$ cat src/hw/rtl/lrpd_pkg.sv
`timescale 1ns / 1ps
// ----------------------------------------------------------------------------
// lrpd_pkg
// shared types, codes and sizes of the latching relay pulse driver
// ----------------------------------------------------------------------------
package lrpd_pkg;

	// number of relay channels
	localparam int CHANNELS = 2;

	// field widths
	localparam int CHAN_W  = 3;
	localparam int MS_W    = 8;
	localparam int OUT_W   = 2;
	localparam int PHASE_W = 3;
	localparam int MASK_W  = (CHANNELS > OUT_W) ? CHANNELS : OUT_W;

	// register reset values
	localparam logic [MS_W-1:0] ON_PULSE_RST  = MS_W'(15);
	localparam logic [MS_W-1:0] OFF_PULSE_RST = MS_W'(15);

	// operation codes
	localparam logic OP_TICK    = 1'b0;
	localparam logic OP_TRIGGER = 1'b1;

	// action codes
	localparam logic ACT_OFF = 1'b0;
	localparam logic ACT_ON  = 1'b1;

	// configuration register indexes
	localparam int CFG_IDX_W = 1;
	localparam logic [CFG_IDX_W-1:0] REG_ON_PULSE  = 1'b0;
	localparam logic [CFG_IDX_W-1:0] REG_OFF_PULSE = 1'b1;

	// channel phases
	localparam logic [PHASE_W-1:0] PH_IDLE_OFF  = 3'd0;
	localparam logic [PHASE_W-1:0] PH_IDLE_ON   = 3'd1;
	localparam logic [PHASE_W-1:0] PH_START_ON  = 3'd2;
	localparam logic [PHASE_W-1:0] PH_WAIT_ON   = 3'd3;
	localparam logic [PHASE_W-1:0] PH_START_OFF = 3'd4;
	localparam logic [PHASE_W-1:0] PH_WAIT_OFF  = 3'd5;

	// one item as seen by every channel
	typedef struct packed {
		logic            fire;
		logic            tick;
		logic            action;
		logic [MS_W-1:0] delay;
		logic [MS_W-1:0] on_pulse;
		logic [MS_W-1:0] off_pulse;
	} lrpd_event_t;

	// per-channel status after the item
	typedef struct packed {
		logic pin0;
		logic pin1;
		logic done;
		logic done_on;
		logic status_on;
		logic armed;
	} lrpd_chan_stat_t;

endpackage

$ cat src/hw/rtl/lrpd_channel.sv
`timescale 1ns / 1ps
// ----------------------------------------------------------------------------
// lrpd_channel
// state and next-state logic of one relay channel
// ----------------------------------------------------------------------------
module lrpd_channel
	import lrpd_pkg::*;
(
	input  logic            clk,
	input  logic            arst_n,
	input  logic            sel,
	input  lrpd_event_t     ev,
	output lrpd_chan_stat_t stat
);

	logic [PHASE_W-1:0] phase_q, phase_d;
	logic [MS_W-1:0]    count_q, count_d, count_dec;
	logic               armed_q, armed_d;
	logic               pin0_q, pin0_d;
	logic               pin1_q, pin1_d;
	logic               done_d, done_on_d;

	assign count_dec = (count_q != '0) ? count_q - MS_W'(1) : '0;

	always_comb begin
		phase_d   = phase_q;
		count_d   = count_q;
		armed_d   = armed_q;
		pin0_d    = pin0_q;
		pin1_d    = pin1_q;
		done_d    = 1'b0;
		done_on_d = 1'b0;
		if (!ev.tick) begin
			if (sel) begin
				pin0_d  = 1'b0;
				pin1_d  = 1'b0;
				phase_d = (ev.action == ACT_ON) ? PH_START_ON : PH_START_OFF;
				count_d = ev.delay;
				armed_d = 1'b1;
			end
		end else if (armed_q) begin
			count_d = count_dec;
			if (count_dec == '0) begin
				unique case (phase_q)
					PH_IDLE_OFF, PH_IDLE_ON: begin
						pin0_d    = 1'b0;
						pin1_d    = 1'b0;
						armed_d   = 1'b0;
						done_d    = 1'b1;
						done_on_d = (phase_q == PH_IDLE_ON);
					end
					PH_START_ON: begin
						pin0_d  = 1'b0;
						pin1_d  = 1'b1;
						phase_d = PH_WAIT_ON;
						count_d = ev.on_pulse;
					end
					PH_WAIT_ON: begin
						phase_d = PH_IDLE_ON;
					end
					PH_START_OFF: begin
						pin0_d  = 1'b1;
						pin1_d  = 1'b0;
						phase_d = PH_WAIT_OFF;
						count_d = ev.off_pulse;
					end
					PH_WAIT_OFF: begin
						phase_d = PH_IDLE_OFF;
					end
					default: begin
						phase_d = phase_q;
					end
				endcase
			end
		end
	end

	always_ff @(posedge clk or negedge arst_n) begin
		if (!arst_n) begin
			phase_q <= PH_IDLE_OFF;
			count_q <= '0;
			armed_q <= 1'b0;
			pin0_q  <= 1'b0;
			pin1_q  <= 1'b0;
		end else if (ev.fire) begin
			phase_q <= phase_d;
			count_q <= count_d;
			armed_q <= armed_d;
			pin0_q  <= pin0_d;
			pin1_q  <= pin1_d;
		end
	end

	// status after this item, registered by the caller
	assign stat.pin0      = pin0_d;
	assign stat.pin1      = pin1_d;
	assign stat.done      = done_d;
	assign stat.done_on   = done_on_d;
	assign stat.status_on = (phase_d == PH_IDLE_ON) || (phase_d == PH_START_ON)
		|| (phase_d == PH_WAIT_ON);
	assign stat.armed     = armed_d;

endmodule

$ cat src/hw/rtl/latching_relay_pulse_driver_unit.sv
`timescale 1ns / 1ps
// an input is held in the input register stage, its result in the result register
// throughput: one item per cycle unless a waiting result is not taken; every channel
// updates in parallel in one pass. The result register frees the input side, so a
// new transfer is taken while a result waits, as long as the result is taken in the
// same cycle or the slot is free. Reset (arst_n low, asynchronous): all channels
// idle off, pins low, disarmed, both pulse registers 15
// ----------------------------------------------------------------------------
// latching_relay_pulse_driver_unit
// pulse sequencer for a bank of two-input latching relay drivers
// ----------------------------------------------------------------------------
module latching_relay_pulse_driver_unit
	import lrpd_pkg::*;
(
	input  logic                 clk,
	input  logic                 arst_n,
	// configuration write channel
	input  logic                 cfg_valid,
	output logic                 cfg_ready,
	input  logic [CFG_IDX_W-1:0] cfg_index,
	input  logic [MS_W-1:0]      cfg_data,
	// input item channel
	input  logic                 in_valid,
	output logic                 in_ready,
	input  logic                 operation,
	input  logic [CHAN_W-1:0]    channel,
	input  logic                 action,
	input  logic [MS_W-1:0]      delay_ms,
	// result channel
	output logic                 out_valid,
	input  logic                 out_ready,
	output logic [OUT_W-1:0]     pin0_mask,
	output logic [OUT_W-1:0]     pin1_mask,
	output logic [OUT_W-1:0]     done_mask,
	output logic [OUT_W-1:0]     done_on_mask,
	output logic [OUT_W-1:0]     status_on_mask,
	output logic [OUT_W-1:0]     armed_mask
);

	// configuration registers, always ready
	logic [MS_W-1:0] on_pulse_q;
	logic [MS_W-1:0] off_pulse_q;

	assign cfg_ready = 1'b1;

	always_ff @(posedge clk or negedge arst_n) begin
		if (!arst_n) begin
			on_pulse_q  <= ON_PULSE_RST;
			off_pulse_q <= OFF_PULSE_RST;
		end else if (cfg_valid) begin
			unique case (cfg_index)
				REG_ON_PULSE:  on_pulse_q  <= cfg_data;
				REG_OFF_PULSE: off_pulse_q <= cfg_data;
				default:       on_pulse_q  <= on_pulse_q;
			endcase
		end
	end

	// input register stage
	logic              valid_s1;
	logic              op_s1;
	logic [CHAN_W-1:0] channel_s1;
	logic              action_s1;
	logic [MS_W-1:0]   delay_s1;
	logic              advance;
	logic              out_valid_q;

	// stage 1 moves on when the result slot is empty or is being drained
	assign advance  = !out_valid_q || out_ready;
	assign in_ready = !valid_s1 || advance;

	always_ff @(posedge clk or negedge arst_n) begin
		if (!arst_n) begin
			valid_s1 <= 1'b0;
		end else if (in_ready) begin
			valid_s1 <= in_valid;
		end
	end

	// payload needs no reset
	always_ff @(posedge clk) begin
		if (in_ready && in_valid) begin
			op_s1      <= operation;
			channel_s1 <= channel;
			action_s1  <= action;
			delay_s1   <= delay_ms;
		end
	end

	// item broadcast to all channels
	lrpd_event_t ev;

	assign ev.fire      = valid_s1 && advance;
	assign ev.tick      = (op_s1 == OP_TICK);
	assign ev.action    = action_s1;
	assign ev.delay     = delay_s1;
	assign ev.on_pulse  = on_pulse_q;
	assign ev.off_pulse = off_pulse_q;

	lrpd_chan_stat_t     stat [CHANNELS];
	logic [CHANNELS-1:0] pin0_v, pin1_v, done_v, done_on_v, st_on_v, armed_v;

	for (genvar i = 0; i < CHANNELS; i++) begin : g_chan
		// a trigger for a channel at or above CHANNELS matches no instance
		lrpd_channel u_chan (
			.clk    (clk),
			.arst_n (arst_n),
			.sel    (channel_s1 == CHAN_W'(i)),
			.ev     (ev),
			.stat   (stat[i])
		);
		assign pin0_v[i]    = stat[i].pin0;
		assign pin1_v[i]    = stat[i].pin1;
		assign done_v[i]    = stat[i].done;
		assign done_on_v[i] = stat[i].done_on;
		assign st_on_v[i]   = stat[i].status_on;
		assign armed_v[i]   = stat[i].armed;
	end

	// masks widened or cut to the port width, low channels only
	logic [MASK_W-1:0] pin0_x, pin1_x, done_x, done_on_x, st_on_x, armed_x;

	assign pin0_x    = MASK_W'(pin0_v);
	assign pin1_x    = MASK_W'(pin1_v);
	assign done_x    = MASK_W'(done_v);
	assign done_on_x = MASK_W'(done_on_v);
	assign st_on_x   = MASK_W'(st_on_v);
	assign armed_x   = MASK_W'(armed_v);

	// result register
	logic [OUT_W-1:0] pin0_q, pin1_q, done_q, done_on_q, st_on_q, armed_q;

	always_ff @(posedge clk or negedge arst_n) begin
		if (!arst_n) begin
			out_valid_q <= 1'b0;
		end else if (advance) begin
			out_valid_q <= valid_s1;
		end
	end

	always_ff @(posedge clk) begin
		if (ev.fire) begin
			pin0_q    <= pin0_x[OUT_W-1:0];
			pin1_q    <= pin1_x[OUT_W-1:0];
			done_q    <= done_x[OUT_W-1:0];
			done_on_q <= done_on_x[OUT_W-1:0];
			st_on_q   <= st_on_x[OUT_W-1:0];
			armed_q   <= armed_x[OUT_W-1:0];
		end
	end

	assign out_valid      = out_valid_q;
	assign pin0_mask      = pin0_q;
	assign pin1_mask      = pin1_q;
	assign done_mask      = done_q;
	assign done_on_mask   = done_on_q;
	assign status_on_mask = st_on_q;
	assign armed_mask     = armed_q;

endmodule
$ cat config.mk
export PLATFORM = sky130hd
export DESIGN_NAME = latching_relay_pulse_driver_unit
export DESIGN_NICKNAME = d
export VERILOG_FILES = /design/src/hw/rtl/lrpd_pkg.sv /design/src/hw/rtl/lrpd_channel.sv /design/src/hw/rtl/latching_relay_pulse_driver_unit.sv
export SDC_FILE = /design/constraint.sdc
export NUM_CORES = 1
export LEC_CHECK = 0
export BUFFER_PORTS_ARGS = -buffer_cell sky130_fd_sc_hd__buf_2
export CAP_MARGIN = 20
export CORE_ASPECT_RATIO = 0.9
export CORE_UTILIZATION = 50
export CTS_CLUSTER_SIZE = 25
export DETAILED_ROUTE_END_ITERATION = 6
export GPL_TIMING_DRIVEN = 0
export PLACE_DENSITY = 0.8
export SLEW_MARGIN = 20
export SYNTH_ARGS = -nofsm -noshare
export SYNTH_HDL_FRONTEND = slang
export SYNTH_SLANG_ARGS = --single-unit
$ cat constraint.sdc
create_clock -name clk -period 4.8 [get_ports clk]
set_clock_uncertainty 0.2 [all_clocks]
set_input_delay 0.72 -clock clk [delete_from_list [all_inputs] [get_ports clk]]
set_output_delay 0.72 -clock clk [all_outputs]
set_load 0.005 [all_outputs]
==> impl_metrics.toml <==
[synthesis]
synth_seq_cells = 71
ys_seq_area_share_pct = 49.2
synth_top_area_cell = "dfrtp_1"
synth.distinct_cells = 64
yosysWarnings = 0
synthFlopType = "dfrtp_1"
netlist_top_cells_area = "dfrtp_1, edfxtp_1, dfstp_2, mux2_2, nor2_1"
syn_nets = 424
syn_inst = 393
synth-edff-count = 25
yosys.area.top_type_share_pct = 24.5
async_flop_share_pct = 64.8
postSynthAreaPerCell_sq_um = 9.88
netlist_area_sq_mm = 0.00388

[sta]
fin_ws_ps = 1590
post-route-period-util_pct = 66.8
setup-tns-final_ps = 0
slew_headroom_pct = 39.3
worstMarginPinSlew_ps = 904
finalHoldViolCount = 0
holdWs_ps = 157
slew_viol_final = 0
min_period_ps = 3210
finalSetupViolations = 0
max_freq_mhz = 312
rsz0062_at_grt = "no"

[cells_and_area]
final_area_sq_mm = 0.00440
final_util_pct = 58.3
num_antenna_cells = 0
fillers = 655
final_layout_size_suffix_gt1_share_pct = 21.6
area_delta_synth_final_pct = 13.2
finalNonFillerCells = 545
layout.nets = 475

[die]
start_util_pct = 51.5
die_area_sq_mm = 0.00812
pin_count = 42
core_area_sq_mm = 0.00754
chipHeight_microns = 85.6
rows = 30
fp.dieW_microns = 94.9

[worst_setup_path]
slowest_stage = "dfrtp_1"
r2r_slack_ps = 1590
cpMostUsedCell = "o311ai_0"
crit_end = "pin0_mask[0]"
cp_slowest_stage_delay_ps = 460
crit_path_end_kind = "flop"
r2r-start = "g_chan[0].u_chan.count_q[0]"
rr_worst_depth = 8
r2r-end = "pin0_mask[0]"
cp_data_arrival_time_ps = 3080
worstPathRequired_ps = 4670
cp-start-kind = "flop"
critPathKind = "reg -> reg"
crit_fanout = 10
crit_chain = "inv_1 > ha_1 > or3b_4 > o31ai_1 > a21boi_0 > nand2_2 > o311ai_0 > o311ai_0"
crit_start = "g_chan[0].u_chan.count_q[0]"

[global_route]
first_global_vias = 3136
grt_first_pass_wirelength_mm = 15.9
grt_max_degree = 47
antenna_found_initial = 0
overflow = 0
grt_use_total_pct = 25.8

[clock_network]
post-cts-setup-buffers = 0
clk_pin_slew_ps = 70
cts_root_buf = "clkbuf_8"
cts_buffers = 9
clock-sinks = 71
cts_buffer_depth = 2
cts_resized = 0
clk_latency_ps = 360
cts_tree = "built"
cts-hold-fix-buffers = 0
htree_levels = 3

[power]
p_total_mw = 2.03
vdd_drop_max_v = 0.000217
p_per_area_mw_per_mm2 = 463
p_leak_nw = 1.73

[route]
drt_wl_total_mm = 9.71
drc = 0
final_antenna_net_count = 0
drt_first_pass_iters = 5
vias_per_cell = 6.23
wl_per_cell_microns = 17.8
vias = 3394
first_iter_violations = 281

[placement]
port_buffers = 40
place_hpwl_mm = 6.83
place_area_sq_mm = 0.00421
place_inst = 529
pre_cts_ws_ps = 1640
routabilityCongestion = 0.900

[run_status]
status = "finished, final reports clean"

[job]
maxCapViolations = 0

[min_path]
hold_class = "in -> async"
-- worst min-delay path by stage --
stage / slack [ps] / endpoint / depth (start not counted)
6_report: 160 / g_chan[1].u_chan.count_q[4] / 1
2_1_floorplan: 220 / g_chan[0].u_chan.armed_q / 0
3_3_place_gp: 300 / g_chan[0].u_chan.count_q[3] / 2
4_1_cts: 320 / g_chan[0].u_chan.count_q[3] / 2
3_5_place_dp: 310 / g_chan[0].u_chan.count_q[2] / 2
5_1_grt: 210 / g_chan[1].u_chan.armed_q / 1
-- critical path, delay by kind of cell, from the launching register on --
kind / cells / cell delay [ps]
AO/OA/AOI/OAI: 4 / 1260
AND/OR/NAND/NOR: 2 / 630
flip-flops: 1 / 460
adder cells (fa/ha/maj): 1 / 260
buffers and inverters: 1 / 120
-- cell families (layout without fill, tap and decap cells) --
| logic type | Yosys count | count (layout) | synth area share (%) |
|---|---|---|---|
| adder cells (fa/ha/maj) | 5 | 5 | 1.55 |
| XOR/XNOR | 5 | 5 | 1.13 |
| flip-flops | 71 | 71 | 49.2 |
| other | 1 | 1 | 0.0966 |
| multiplexers | 18 | 18 | 5.16 |
| AND/OR/NAND/NOR | 142 | 142 | 18.5 |
| AO/OA/AOI/OAI | 115 | 115 | 20.5 |
| buffers and inverters | 36 | 92 | 3.83 |
-- synth_stat cells (4+ instances only) --
cell type	n
nand2_1	36
nand2b_1	7
a21oi_1	18
a211oi_1	10
nor2_1	39
clkbuf_1	13
mux2_2	16
dfstp_2	8
dfrtp_1	38
a221oi_1	11
nor3_1	15
a22o_1	10
nand3_1	15
inv_1	17
nor4_1	5
a31oi_1	5
a22oi_1	5
o21ai_0	26
edfxtp_1	25
ha_1	4
-- power breakdown --
part | internal [mW] | switching (mW)
logic | 0.287 | 0.411
registers | 0.754 | 0.120
clock network | 0.236 | 0.225
total | 1.28 | 0.756
-- area by class of cell --
class                      instances  area (sq um)  area share [%]
buffer                            18          81.3            1.85
clock buffer                      11           131            2.99
clock inverter                     5          48.8            1.11
inverter                          18          67.6            1.54
multi-input combinational        286          1830            41.7
sequential                        71          1910            43.5
tap                               96           120            2.73
timing repair buffer              40           203            4.61
-- layer usage --
metal	vias up	global-route usage (%)	wire length [microns]
li1	1580	-	-
met1	1625	37.3	4350
met2	168	38.4	4430
met3	21	5.94	755
met4	0	8.26	179
met5	-	0	0
-- cells in the final DEF, fill, tap and decap left out, types with 3 or more instances in the layout --
cell type  instances
buf_2             42
nor2_1            39
dfrtp_1           38
nand2_1           36
o21ai_0           26
edfxtp_1          25
a21oi_1           18
inv_1             17
mux2_2            16
clkbuf_1          15
nand3_1           15
nor3_1            14
a221oi_1          11
a211oi_1          10
a22o_1            10
clkbuf_8           9
dfstp_2            8
nand2b_1           7
nor4_1             5
a31oi_1            5
a22oi_1            5
ha_1               4
nor2b_1            3
or3_1              3
o31ai_1            3
o211ai_1           3
o311ai_0           3
xor2_1             3
a21o_1             3
nor3_2             3
o22ai_1            3
clkinv_2           3
-- sequential cells by signal (all words and copies together), names as in the netlist, 3 cells and up --
| name | flops |
|---|---|
| channel_s1 | 3 |
| delay_s1 | 8 |
| g_chan.u_chan.count_q | 16 |
| g_chan.u_chan.phase_q | 6 |
| off_pulse_q | 8 |
| on_pulse_q | 8 |
Note: power is estimated with default switching activity, not from simulation.
